<file path="src/design/sedp_pkg.sv">
`default_nettype none

package sedp_pkg;

    localparam int ByteW  = 8;
    localparam int IndexW = 16;
    localparam int KindW  = 2;
    localparam int CfgIdxW = 3;

    typedef logic [KindW-1:0] kind_t;

    localparam kind_t KIND_NONE  = 2'd0;
    localparam kind_t KIND_VALUE = 2'd1;
    localparam kind_t KIND_ERROR = 2'd2;
    localparam kind_t KIND_END   = 2'd3;

    typedef logic [CfgIdxW-1:0] cfg_index_t;

    localparam cfg_index_t CFG_FORMAT_CODE    = 3'd0;
    localparam cfg_index_t CFG_TAG_INDEX_HIGH = 3'd1;
    localparam cfg_index_t CFG_TAG_INDEX_LOW  = 3'd2;
    localparam cfg_index_t CFG_TAG_VALID_DATA = 3'd3;
    localparam cfg_index_t CFG_TAG_NULL_DATA  = 3'd4;
    localparam cfg_index_t CFG_TAG_END        = 3'd5;

    localparam logic [ByteW-1:0] RST_FORMAT_CODE    = 8'd10;
    localparam logic [ByteW-1:0] RST_TAG_INDEX_HIGH = 8'd170;
    localparam logic [ByteW-1:0] RST_TAG_INDEX_LOW  = 8'd165;
    localparam logic [ByteW-1:0] RST_TAG_VALID_DATA = 8'd90;
    localparam logic [ByteW-1:0] RST_TAG_NULL_DATA  = 8'd85;
    localparam logic [ByteW-1:0] RST_TAG_END        = 8'd7;

    typedef enum logic [4:0] {
        PH_FORMAT = 5'b00001,
        PH_TAG    = 5'b00010,
        PH_DATA   = 5'b00100,
        PH_IGNORE = 5'b01000,
        PH_ERROR  = 5'b10000
    } phase_t;

endpackage

`default_nettype wire

</file>
<file path="src/design/sedp_byte_if.sv">
`default_nettype none

interface sedp_byte_if;

    logic       valid;
    logic       ready;
    logic [7:0] byte_in;
    logic       line_start;

    modport source (output valid, output byte_in, output line_start, input ready);
    modport sink   (input valid, input byte_in, input line_start, output ready);

endinterface

`default_nettype wire

</file>
<file path="src/design/sedp_result_if.sv">
`default_nettype none

interface sedp_result_if;

    logic        valid;
    logic        ready;
    logic [1:0]  kind;
    logic [15:0] reg_index;
    logic [7:0]  reg_value;

    modport source (output valid, output kind, output reg_index, output reg_value, input ready);
    modport sink   (input valid, input kind, input reg_index, input reg_value, output ready);

endinterface

`default_nettype wire

</file>
<file path="src/design/sensor_embedded_data_parser_unit.sv">
`default_nettype none

// Channel   Dir  Beat fields                      Width
// din       in   byte_in, line_start              8, 1
// dout      out  kind, reg_index, reg_value       2, 16, 8
// cfg       in   cfg_we, cfg_index, cfg_data      1, 3, 8
//
// One byte per clock while result beats drain: every accepted byte yields one result beat on the next cycle.
// Parser state and the result register update in the same edge that takes the byte.
// din.ready drops only while a result is held and dout.ready is low.
// Reset restores the tag registers to their defaults and expects a format byte.

module sensor_embedded_data_parser_unit (
    input  wire logic                     clk,
    input  wire logic                     rst_n,
    sedp_byte_if.sink                     din,
    sedp_result_if.source                 dout,
    input  wire logic                     cfg_we,
    input  wire sedp_pkg::cfg_index_t     cfg_index,
    input  wire logic [sedp_pkg::ByteW-1:0] cfg_data
);
    import sedp_pkg::*;

    logic [ByteW-1:0] format_code_reg;
    logic [ByteW-1:0] tag_hi_reg;
    logic [ByteW-1:0] tag_lo_reg;
    logic [ByteW-1:0] tag_valid_reg;
    logic [ByteW-1:0] tag_null_reg;
    logic [ByteW-1:0] tag_end_reg;

    phase_t            phase_reg, phase_next;
    logic [ByteW-1:0]  held_tag_reg, held_tag_next;
    logic [IndexW-1:0] index_reg, index_next;
    logic              high_seen_reg, high_seen_next;
    logic              low_seen_reg, low_seen_next;

    logic              out_valid_reg;
    kind_t             kind_reg, kind_next;
    logic [IndexW-1:0] rindex_reg, rindex_next;
    logic [ByteW-1:0]  rvalue_reg, rvalue_next;

    phase_t            ph;
    logic [ByteW-1:0]  held;
    logic [IndexW-1:0] idx;
    logic              hs, ls;
    logic [ByteW-1:0]  b;
    logic              accept;

    assign din.ready = !out_valid_reg || dout.ready;
    assign accept    = din.valid && din.ready;

    assign dout.valid     = out_valid_reg;
    assign dout.kind      = kind_reg;
    assign dout.reg_index = rindex_reg;
    assign dout.reg_value = rvalue_reg;

    always_ff @(posedge clk or negedge rst_n)
    begin
        if (!rst_n)
        begin
            format_code_reg <= RST_FORMAT_CODE;
            tag_hi_reg      <= RST_TAG_INDEX_HIGH;
            tag_lo_reg      <= RST_TAG_INDEX_LOW;
            tag_valid_reg   <= RST_TAG_VALID_DATA;
            tag_null_reg    <= RST_TAG_NULL_DATA;
            tag_end_reg     <= RST_TAG_END;
        end
        else if (cfg_we)
        begin
            unique case (cfg_index)
                CFG_FORMAT_CODE:    format_code_reg <= cfg_data;
                CFG_TAG_INDEX_HIGH: tag_hi_reg      <= cfg_data;
                CFG_TAG_INDEX_LOW:  tag_lo_reg      <= cfg_data;
                CFG_TAG_VALID_DATA: tag_valid_reg   <= cfg_data;
                CFG_TAG_NULL_DATA:  tag_null_reg    <= cfg_data;
                CFG_TAG_END:        tag_end_reg     <= cfg_data;
                default:            ;
            endcase
        end
    end

    always_comb
    begin
        b    = din.byte_in;
        // line start clears the line state before this byte is decoded
        ph   = din.line_start ? PH_FORMAT : phase_reg;
        held = din.line_start ? '0 : held_tag_reg;
        idx  = din.line_start ? '0 : index_reg;
        hs   = din.line_start ? 1'b0 : high_seen_reg;
        ls   = din.line_start ? 1'b0 : low_seen_reg;

        phase_next     = ph;
        held_tag_next  = held;
        index_next     = idx;
        high_seen_next = hs;
        low_seen_next  = ls;
        kind_next      = KIND_NONE;
        rindex_next    = '0;
        rvalue_next    = '0;

        unique case (ph)
            PH_FORMAT:
            begin
                phase_next = (b == format_code_reg) ? PH_TAG : PH_IGNORE;
            end
            PH_TAG:
            begin
                if (b == tag_end_reg)
                begin
                    kind_next = KIND_END;
                end
                else if (b == tag_hi_reg || (b == tag_lo_reg && hs) ||
                         ((b == tag_valid_reg || b == tag_null_reg) && hs && ls))
                begin
                    held_tag_next = b;
                    phase_next    = PH_DATA;
                end
                else
                begin
                    phase_next = PH_ERROR;
                    kind_next  = KIND_ERROR;
                end
            end
            PH_DATA:
            begin
                phase_next = PH_TAG;
                // held tag is matched against the registers as they are now
                if (held == tag_hi_reg)
                begin
                    index_next     = {b, {ByteW{1'b0}}};
                    high_seen_next = 1'b1;
                    low_seen_next  = 1'b0;
                end
                else if (held == tag_lo_reg)
                begin
                    index_next    = {idx[IndexW-1:ByteW], b};
                    low_seen_next = 1'b1;
                end
                else if (held == tag_valid_reg)
                begin
                    kind_next   = KIND_VALUE;
                    rindex_next = idx;
                    rvalue_next = b;
                    index_next  = idx + 16'd1;
                end
                else if (held == tag_null_reg)
                begin
                    index_next = idx + 16'd1;
                end
                else
                begin
                    phase_next = PH_ERROR;
                    kind_next  = KIND_ERROR;
                end
            end
            PH_ERROR:
            begin
                kind_next = KIND_ERROR;
            end
            PH_IGNORE:
            begin
                phase_next = PH_IGNORE;
            end
            default:
            begin
                phase_next = PH_IGNORE;
            end
        endcase
    end

    always_ff @(posedge clk or negedge rst_n)
    begin
        if (!rst_n)
        begin
            phase_reg     <= PH_FORMAT;
            held_tag_reg  <= '0;
            index_reg     <= '0;
            high_seen_reg <= 1'b0;
            low_seen_reg  <= 1'b0;
            out_valid_reg <= 1'b0;
        end
        else
        begin
            if (accept)
            begin
                phase_reg     <= phase_next;
                held_tag_reg  <= held_tag_next;
                index_reg     <= index_next;
                high_seen_reg <= high_seen_next;
                low_seen_reg  <= low_seen_next;
                out_valid_reg <= 1'b1;
            end
            else if (dout.ready)
            begin
                out_valid_reg <= 1'b0;
            end
        end
    end

    always_ff @(posedge clk)
    begin
        if (accept)
        begin
            kind_reg   <= kind_next;
            rindex_reg <= rindex_next;
            rvalue_reg <= rvalue_next;
        end
    end

endmodule

`default_nettype wire

</file>
<file path="src/flat_wrapper.sv">
// flat-port wrapper written by rule: the top's interface ports become plain ports
module sensor_embedded_data_parser_unit_flat import sedp_pkg::*;
  (clk, rst_n, cfg_we, cfg_index, cfg_data, din_valid, din_byte_in, din_line_start, din_ready, dout_valid, dout_kind, dout_reg_index, dout_reg_value, dout_ready);
  sedp_byte_if din_i ();
  sedp_result_if dout_i ();
  input  wire logic clk;
  input  wire logic rst_n;
  input  wire logic cfg_we;
  input  wire sedp_pkg::cfg_index_t cfg_index;
  input  wire logic [sedp_pkg::ByteW-1:0] cfg_data;
  input wire logic [$bits(din_i.valid)-1:0] din_valid;
  input wire logic [$bits(din_i.byte_in)-1:0] din_byte_in;
  input wire logic [$bits(din_i.line_start)-1:0] din_line_start;
  output wire logic [$bits(din_i.ready)-1:0] din_ready;
  output wire logic [$bits(dout_i.valid)-1:0] dout_valid;
  output wire logic [$bits(dout_i.kind)-1:0] dout_kind;
  output wire logic [$bits(dout_i.reg_index)-1:0] dout_reg_index;
  output wire logic [$bits(dout_i.reg_value)-1:0] dout_reg_value;
  input wire logic [$bits(dout_i.ready)-1:0] dout_ready;
  assign din_i.valid = din_valid;
  assign din_i.byte_in = din_byte_in;
  assign din_i.line_start = din_line_start;
  assign din_ready = din_i.ready;
  assign dout_valid = dout_i.valid;
  assign dout_kind = dout_i.kind;
  assign dout_reg_index = dout_i.reg_index;
  assign dout_reg_value = dout_i.reg_value;
  assign dout_i.ready = dout_ready;
  sensor_embedded_data_parser_unit u_core (.clk(clk), .rst_n(rst_n), .din(din_i), .dout(dout_i), .cfg_we(cfg_we), .cfg_index(cfg_index), .cfg_data(cfg_data));
endmodule
</file>
<file path="config.mk">
export PLATFORM = sky130hd
export DESIGN_NAME = sensor_embedded_data_parser_unit_flat
export DESIGN_NICKNAME = d
export VERILOG_FILES = /design/src/design/sedp_pkg.sv /design/src/design/sedp_byte_if.sv /design/src/design/sedp_result_if.sv /design/src/design/sensor_embedded_data_parser_unit.sv /design/src/flat_wrapper.sv
export SDC_FILE = /design/constraint.sdc
export NUM_CORES = 1
export LEC_CHECK = 0
export BUFFER_PORTS_ARGS = -buffer_cell sky130_fd_sc_hd__buf_4
export CORE_MARGIN = 5
export CORE_UTILIZATION = 62
export DETAILED_ROUTE_END_ITERATION = 8
export PLACE_DENSITY = 0.78
export SLEW_MARGIN = 20
export SYNTH_ARGS = -nofsm -noshare
export SYNTH_HDL_FRONTEND = slang
export SYNTH_SLANG_ARGS = --single-unit
</file>
<file path="constraint.sdc">
create_clock -name clk -period 7 [get_ports clk]
set_input_delay 0.7 -clock clk [delete_from_list [all_inputs] [get_ports clk]]
set_output_delay 0.7 -clock clk [all_outputs]
set_load 0.1 [all_outputs]
</file>
# Word level (Yosys, flattened, before mapping)
# Index checks and enable logic that the tools add are counted.
# totals
register_bits	106
in_bits	25
# op_classes
bitwise_logic	2
eq_ne	19
n_addsub	1
reduce_logical	18
mux	35
# op_table
cell	count
$mux W16	6
$eq A8 B8 Y1	10
$mux W5	7
$mux W8	4
$pmux W5 S4	1
$add A16 B1 Y16 const B	1
$mux W2	6
$reduce_and A2 Y1	6
$mux W1	9
$eq A3 B2 Y1 const B	2
$eq A3 B3 Y1 const B	2
$pmux W2 S3	1
$eq A5 B1 Y1 const B	1
$eq A5 B2 Y1 const B	1
$eq A5 B3 Y1 const B	1
$eq A5 B5 Y1 const B	1
$logic_and A1 B1 Y1	4
$logic_or A1 B1 Y1	4
$mux W4	1
$reduce_or A4 Y1	1
$eq A3 B1 Y1 const B	1
$logic_not A3 Y1	1
$not A1 Y1	2
$reduce_bool A2 Y1	1
$logic_not A1 Y1	1

# Logic depth before layout (Yosys ltp)
# depth
ltp_word	8
depth_mapped	15
ltp_nobuf	9

# Worst setup path after synthesis
# No wires, ideal clock.
# synth_timing
kind	reg2reg
from	register u_core.out_valid_reg, in the netlist u_core.dout.valid
to	register u_core.phase_reg[1]
t_arrival_ns	3.600
setup_ns	0.128
synth_period_minus_slack_ns	3.728
setup_slack_ns	3.272
path_stages_with_launch	8
path_cell_list	dfrtp_1 > nand2b_1 > nand2_1 > inv_1 > clkbuf_1 > o221ai_1 > o21ai_0 > nand2_1
# synth_between
elab_chain_cells	3
# synth_lines
item	line_no	source
start: declaration	sensor_embedded_data_parser_unit.sv:37	logic out_valid_reg;
start signal: assignment	sensor_embedded_data_parser_unit.sv:180	out_valid_reg <= 1'b0;
start signal: assignment	sensor_embedded_data_parser_unit.sv:191	out_valid_reg <= 1'b1;
start signal: assignment	sensor_embedded_data_parser_unit.sv:195	out_valid_reg <= 1'b0;
$logic_not A1 Y1	sensor_embedded_data_parser_unit.sv:49	assign din.ready = !out_valid_reg || dout.ready;
$logic_or A1 B1 Y1	sensor_embedded_data_parser_unit.sv:49	
named net din_ready	flat_wrapper.sv:14	output wire logic [$bits(din_i.ready)-1:0] din_ready;
$logic_and A1 B1 Y1	sensor_embedded_data_parser_unit.sv:50	assign accept = din.valid && din.ready;
named net u_core.accept	sensor_embedded_data_parser_unit.sv:47	logic accept;
end signal: assignment	sensor_embedded_data_parser_unit.sv:186	phase_reg <= phase_next;
end: declaration	sensor_embedded_data_parser_unit.sv:31	phase_t phase_reg, phase_next;
# The timed path passes the listed nets, and every way through them passes these cells.
# A chain may end at the register's enable or synchronous reset.

# Worst setup path in the final report
# layout_timing
from	input din_line_start
to	register u_core.index_reg[12]
# layout_between
elab_chain_cells	7
# layout_lines
item	line_no	source
start: declaration	flat_wrapper.sv:13	input wire logic [$bits(din_i.line_start)-1:0] din_line_start;
$mux W16 (*)	sensor_embedded_data_parser_unit.sv:88	idx = din.line_start ? '0 : index_reg;
named net u_core.idx[0]	sensor_embedded_data_parser_unit.sv:44	logic [IndexW-1:0] idx;
$add A16 B1 Y16 (*)	sensor_embedded_data_parser_unit.sv:144, sensor_embedded_data_parser_unit.sv:148	
$mux W16	sensor_embedded_data_parser_unit.sv:146	else if (held == tag_null_reg)
$mux W16 (*)	sensor_embedded_data_parser_unit.sv:139	else if (held == tag_valid_reg)
$mux W16 (*)	sensor_embedded_data_parser_unit.sv:134	else if (held == tag_lo_reg)
$mux W16 (*)	sensor_embedded_data_parser_unit.sv:128	if (held == tag_hi_reg)
$mux W16 (*)	sensor_embedded_data_parser_unit.sv:101	unique case (ph)
end signal: assignment	sensor_embedded_data_parser_unit.sv:188	index_reg <= index_next;
end: declaration	sensor_embedded_data_parser_unit.sv:33	logic [IndexW-1:0] index_reg, index_next;
# The timed path passes the listed nets; every way through them passes the cells marked *.

==> impl_metrics.tcl <==
set metrics [dict create \
    status "completed" \
    path_clk_slew_ns 0.11 \
    synth_top_family_by_area "simple AND/OR/NAND/NOR gates" \
    cp-end-kind "register" \
    portBuffers 52 \
    synth.most_common_cell "dfrtp_1" \
    synthTopCellsByArea "dfrtp_1 (23%), edfxtp_1 (13%), dfstp_2 (9.3%)" \
    synthesis.nets 625 \
    initial_core_util 0.635 \
    row_count 36 \
    top_layer "met4" \
    period_needed_ns 3.13 \
    reg2reg_depth 7 \
    grt_setup_unrepaired "no" \
    p_leak_uw 0.00260 \
    p_int_uw 1120 \
    drtIter0Drc 367 \
    core_um2 9770 \
    max_stage_delay_ns 0.45 \
    crit_path_max_fanout 63 \
    syn_area_um2 6200 \
    grt_antenna_before_repair 0 \
    yosysSeqAreaShare 0.453 \
    syn2layout_area_growth_pct 10.3 \
    finalCritPeriodShare 0.447 \
    avgSynthCellArea_um2 10.4 \
    cap_violations 0 \
    dr.pass1.iters 5 \
    grt_use_total 0.278 \
    slew_viol_final 0 \
    worstPathArrival_ns 3.41 \
    worst_r2r_startpoint "u_core.held_tag_reg[4]" \
    synth_edf_count 26 \
    synth_compound_area_frac 0.113 \
    synthAdderAreaFrac 0.00202 \
    max_freq_mhz 320 \
    yosys.area_share.simple 0.205 \
    syn_inst 599 \
    p_switching_uw 526 \
    post_cts_buffers 0 \
    fill_cells 738 \
    seqPwrFrac 0.507 \
    hold_viol 0 \
    synth_top_cell_by_area "dfrtp_1" \
    cts_tree "done" \
    critical_path_class "in2reg" \
    numCtsBuffers 9 \
    postSynth.asyncResetShare 0.755 \
    synthFlopType "dfrtp_1" \
    cp_cell_sequence "buf_4 > nor2b_1 > ha_1 > and3_1 > nand3_1 > nor2_1 > nand4_1 > or4_1 > mux2_1 > a221o_1" \
    die_x_um 110 \
    pwr-share-comb 0.222 \
    cts.path.max_buffers 2 \
    h-tree-depth 3 \
    postRouteAntennaNets 0 \
    path_depth 10 \
    vias_per_cell 6.49 \
    die-area_um2 12100 \
    cp_slowest_cell "or4_1" \
    wl_met3_um 1250 \
    dp_hpwl_um 10800 \
    vias 4974 \
    hold_buffers 0 \
    synthTopCellsByCount "dfrtp_1 (58), nor2_1 (54), xnor2_1 (54), mux2_2 (48), nand2_1 (38)" \
    die_h_um 110 \
    synth_mux_area_frac 0.0922 \
    finalSetupViolCount 0 \
    fin_nets 654 \
    ir_worst_vdd_v 0.000139 \
    yosys.area.top_type_share 0.234 \
    cts_sinks 106 \
    cts-root-buf "clkbuf_8" \
    relSlewSlack 0.302 \
    insertion_delay_ns 0.38 \
    antenna_cells 0 \
    worstMarginPinSlew_ns 1.04 \
    r2r_slack_ns 4.04 \
    globalplace.congestion 0.878 \
    grt_pass1_vias 4702 \
    post-route-util 0.700 \
    grt_max_degree 81 \
    ctsResizeCount 0 \
    r2r_end "u_core.index_reg[12]" \
    drive_gt1_frac 0.235 \
    grt.overflow.total 0 \
    wl_met2_um 8010 \
    ys_ff_latch 106 \
    wl_per_cell_um 20.9 \
    routed_wl_um 16000 \
    clockPowerShare 0.271 \
    path_delay_family "simple AND/OR/NAND/NOR gates" \
    start_kind "primary input" \
    skew_ns 0.0127 \
    grt_pass1_wl_um 25300 \
    m1WireLength_um 6260 \
    ys_warn_count 0 \
    synth-xor-area-share 0.0988 \
    p_per_area_nw_per_um2 241 \
    drc 0 \
    swShare 0.318 \
    hp-class "in2async" \
    yosysUniqueCellTypes 61 \
    cp_num_buf_inv 1 \
    pin_count 53 \
    finalSetupTns_ns 0 \
    worst-endpoint-required_ns 7.28 \
]
-- routing by layer --
metal / GRT usage / vias up
met1: 0.364 / 2425
met5: 0 / -
met3: 0.0344 / 44
met2: 0.461 / 256
li1: - / 2249
met4: 0.133 / 0
-- worst max path at each step --
stage | startpoint | end | slack (ns)
floorplan | u_core.dout.valid | u_core.phase_reg[1] | 3.27
global route | din_line_start | u_core.index_reg[12] | 3.71
global placement | din_line_start | u_core.dout.kind[0] | 3.64
detailed placement | din_line_start | u_core.index_reg[12] | 3.48
finish | din_line_start | u_core.index_reg[12] | 3.87
CTS | din_line_start | u_core.index_reg[12] | 3.91
-- kinds of logic after synthesis --
family	Yosys count
xor+xnor	70
flops	106
buf+inv	48
simple gates	225
compound gates	98
fa+ha+maj	1
mux	51
-- layout make-up --
cell class	count	area (µm²)	area share
Timing Repair Buffer	56	424	0.0620
Clock buffer	11	153	0.0223
Inverter	10	37.5	0.00548
Tap cell	133	166	0.0243
Sequential cell	106	2810	0.411
Multi-Input combinational cell	445	3170	0.463
Clock inverter	5	83.8	0.0122
-- through the flow --
step / worst slack [ns] / instance area [µm²] / instances / hold WS, ns / total power, µW
floorplan: 3.27 / 6200 / 599 / 0.404 / 1100
global placement: 3.64 / 6610 / 750 / 0.466 / 1180
detailed placement: 3.48 / 6610 / 750 / 0.485 / 1210
CTS: 3.91 / 6840 / 766 / 0.505 / 1650
global route: 3.71 / 6850 / 766 / 0.414 / 1720
finish: 3.87 / 6850 / 766 / 0.345 / 1650
-- worst reg2reg max path, stage by stage, from the launching register on --
cell and delay [ns]:
dfrtp_1 0.71, nor4bb_1 0.36, a31oi_1 0.08, o32ai_1 0.28, o211a_1 0.56, or4_1 0.22
mux2_1 0.33, a221o_1 0.32
-- cell usage in the layout, fill, tap and decap left out, types with 3 or more instances in the layout --
cell and count:
dfstp_2 22, and3_1 6, and2_1 16, edfxtp_1 26
nand2b_1 5, a22o_1 11, nor4b_2 5, nor4_1 14
o21ai_0 19, a21oi_1 13, xor2_1 16, nor2b_1 16
nor4b_1 3, a31oi_1 5, o221ai_1 8, o21bai_1 3
inv_1 10, nor4bb_1 3, dfrtp_1 58, o31ai_1 3
nand4b_1 11, nor2_1 54, nand4_1 13, nor3_1 11
xnor2_1 54, o211ai_1 3, buf_4 55, and4_1 3
nand3_1 15, nand2_1 38, a32oi_1 13, clkbuf_8 9
o22ai_1 3, mux2_2 48
-- power by group through the flow --
stage / logic, µW / clock network [µW] / registers, µW
floorplan: 237 / 0 / 865
global placement: 348 / 0 / 836
detailed placement: 363 / 0 / 843
CTS: 367 / 447 / 832
global route: 395 / 475 / 846
finish: 367 / 447 / 837
No activity file was read; power rests on OpenSTA's default activity.
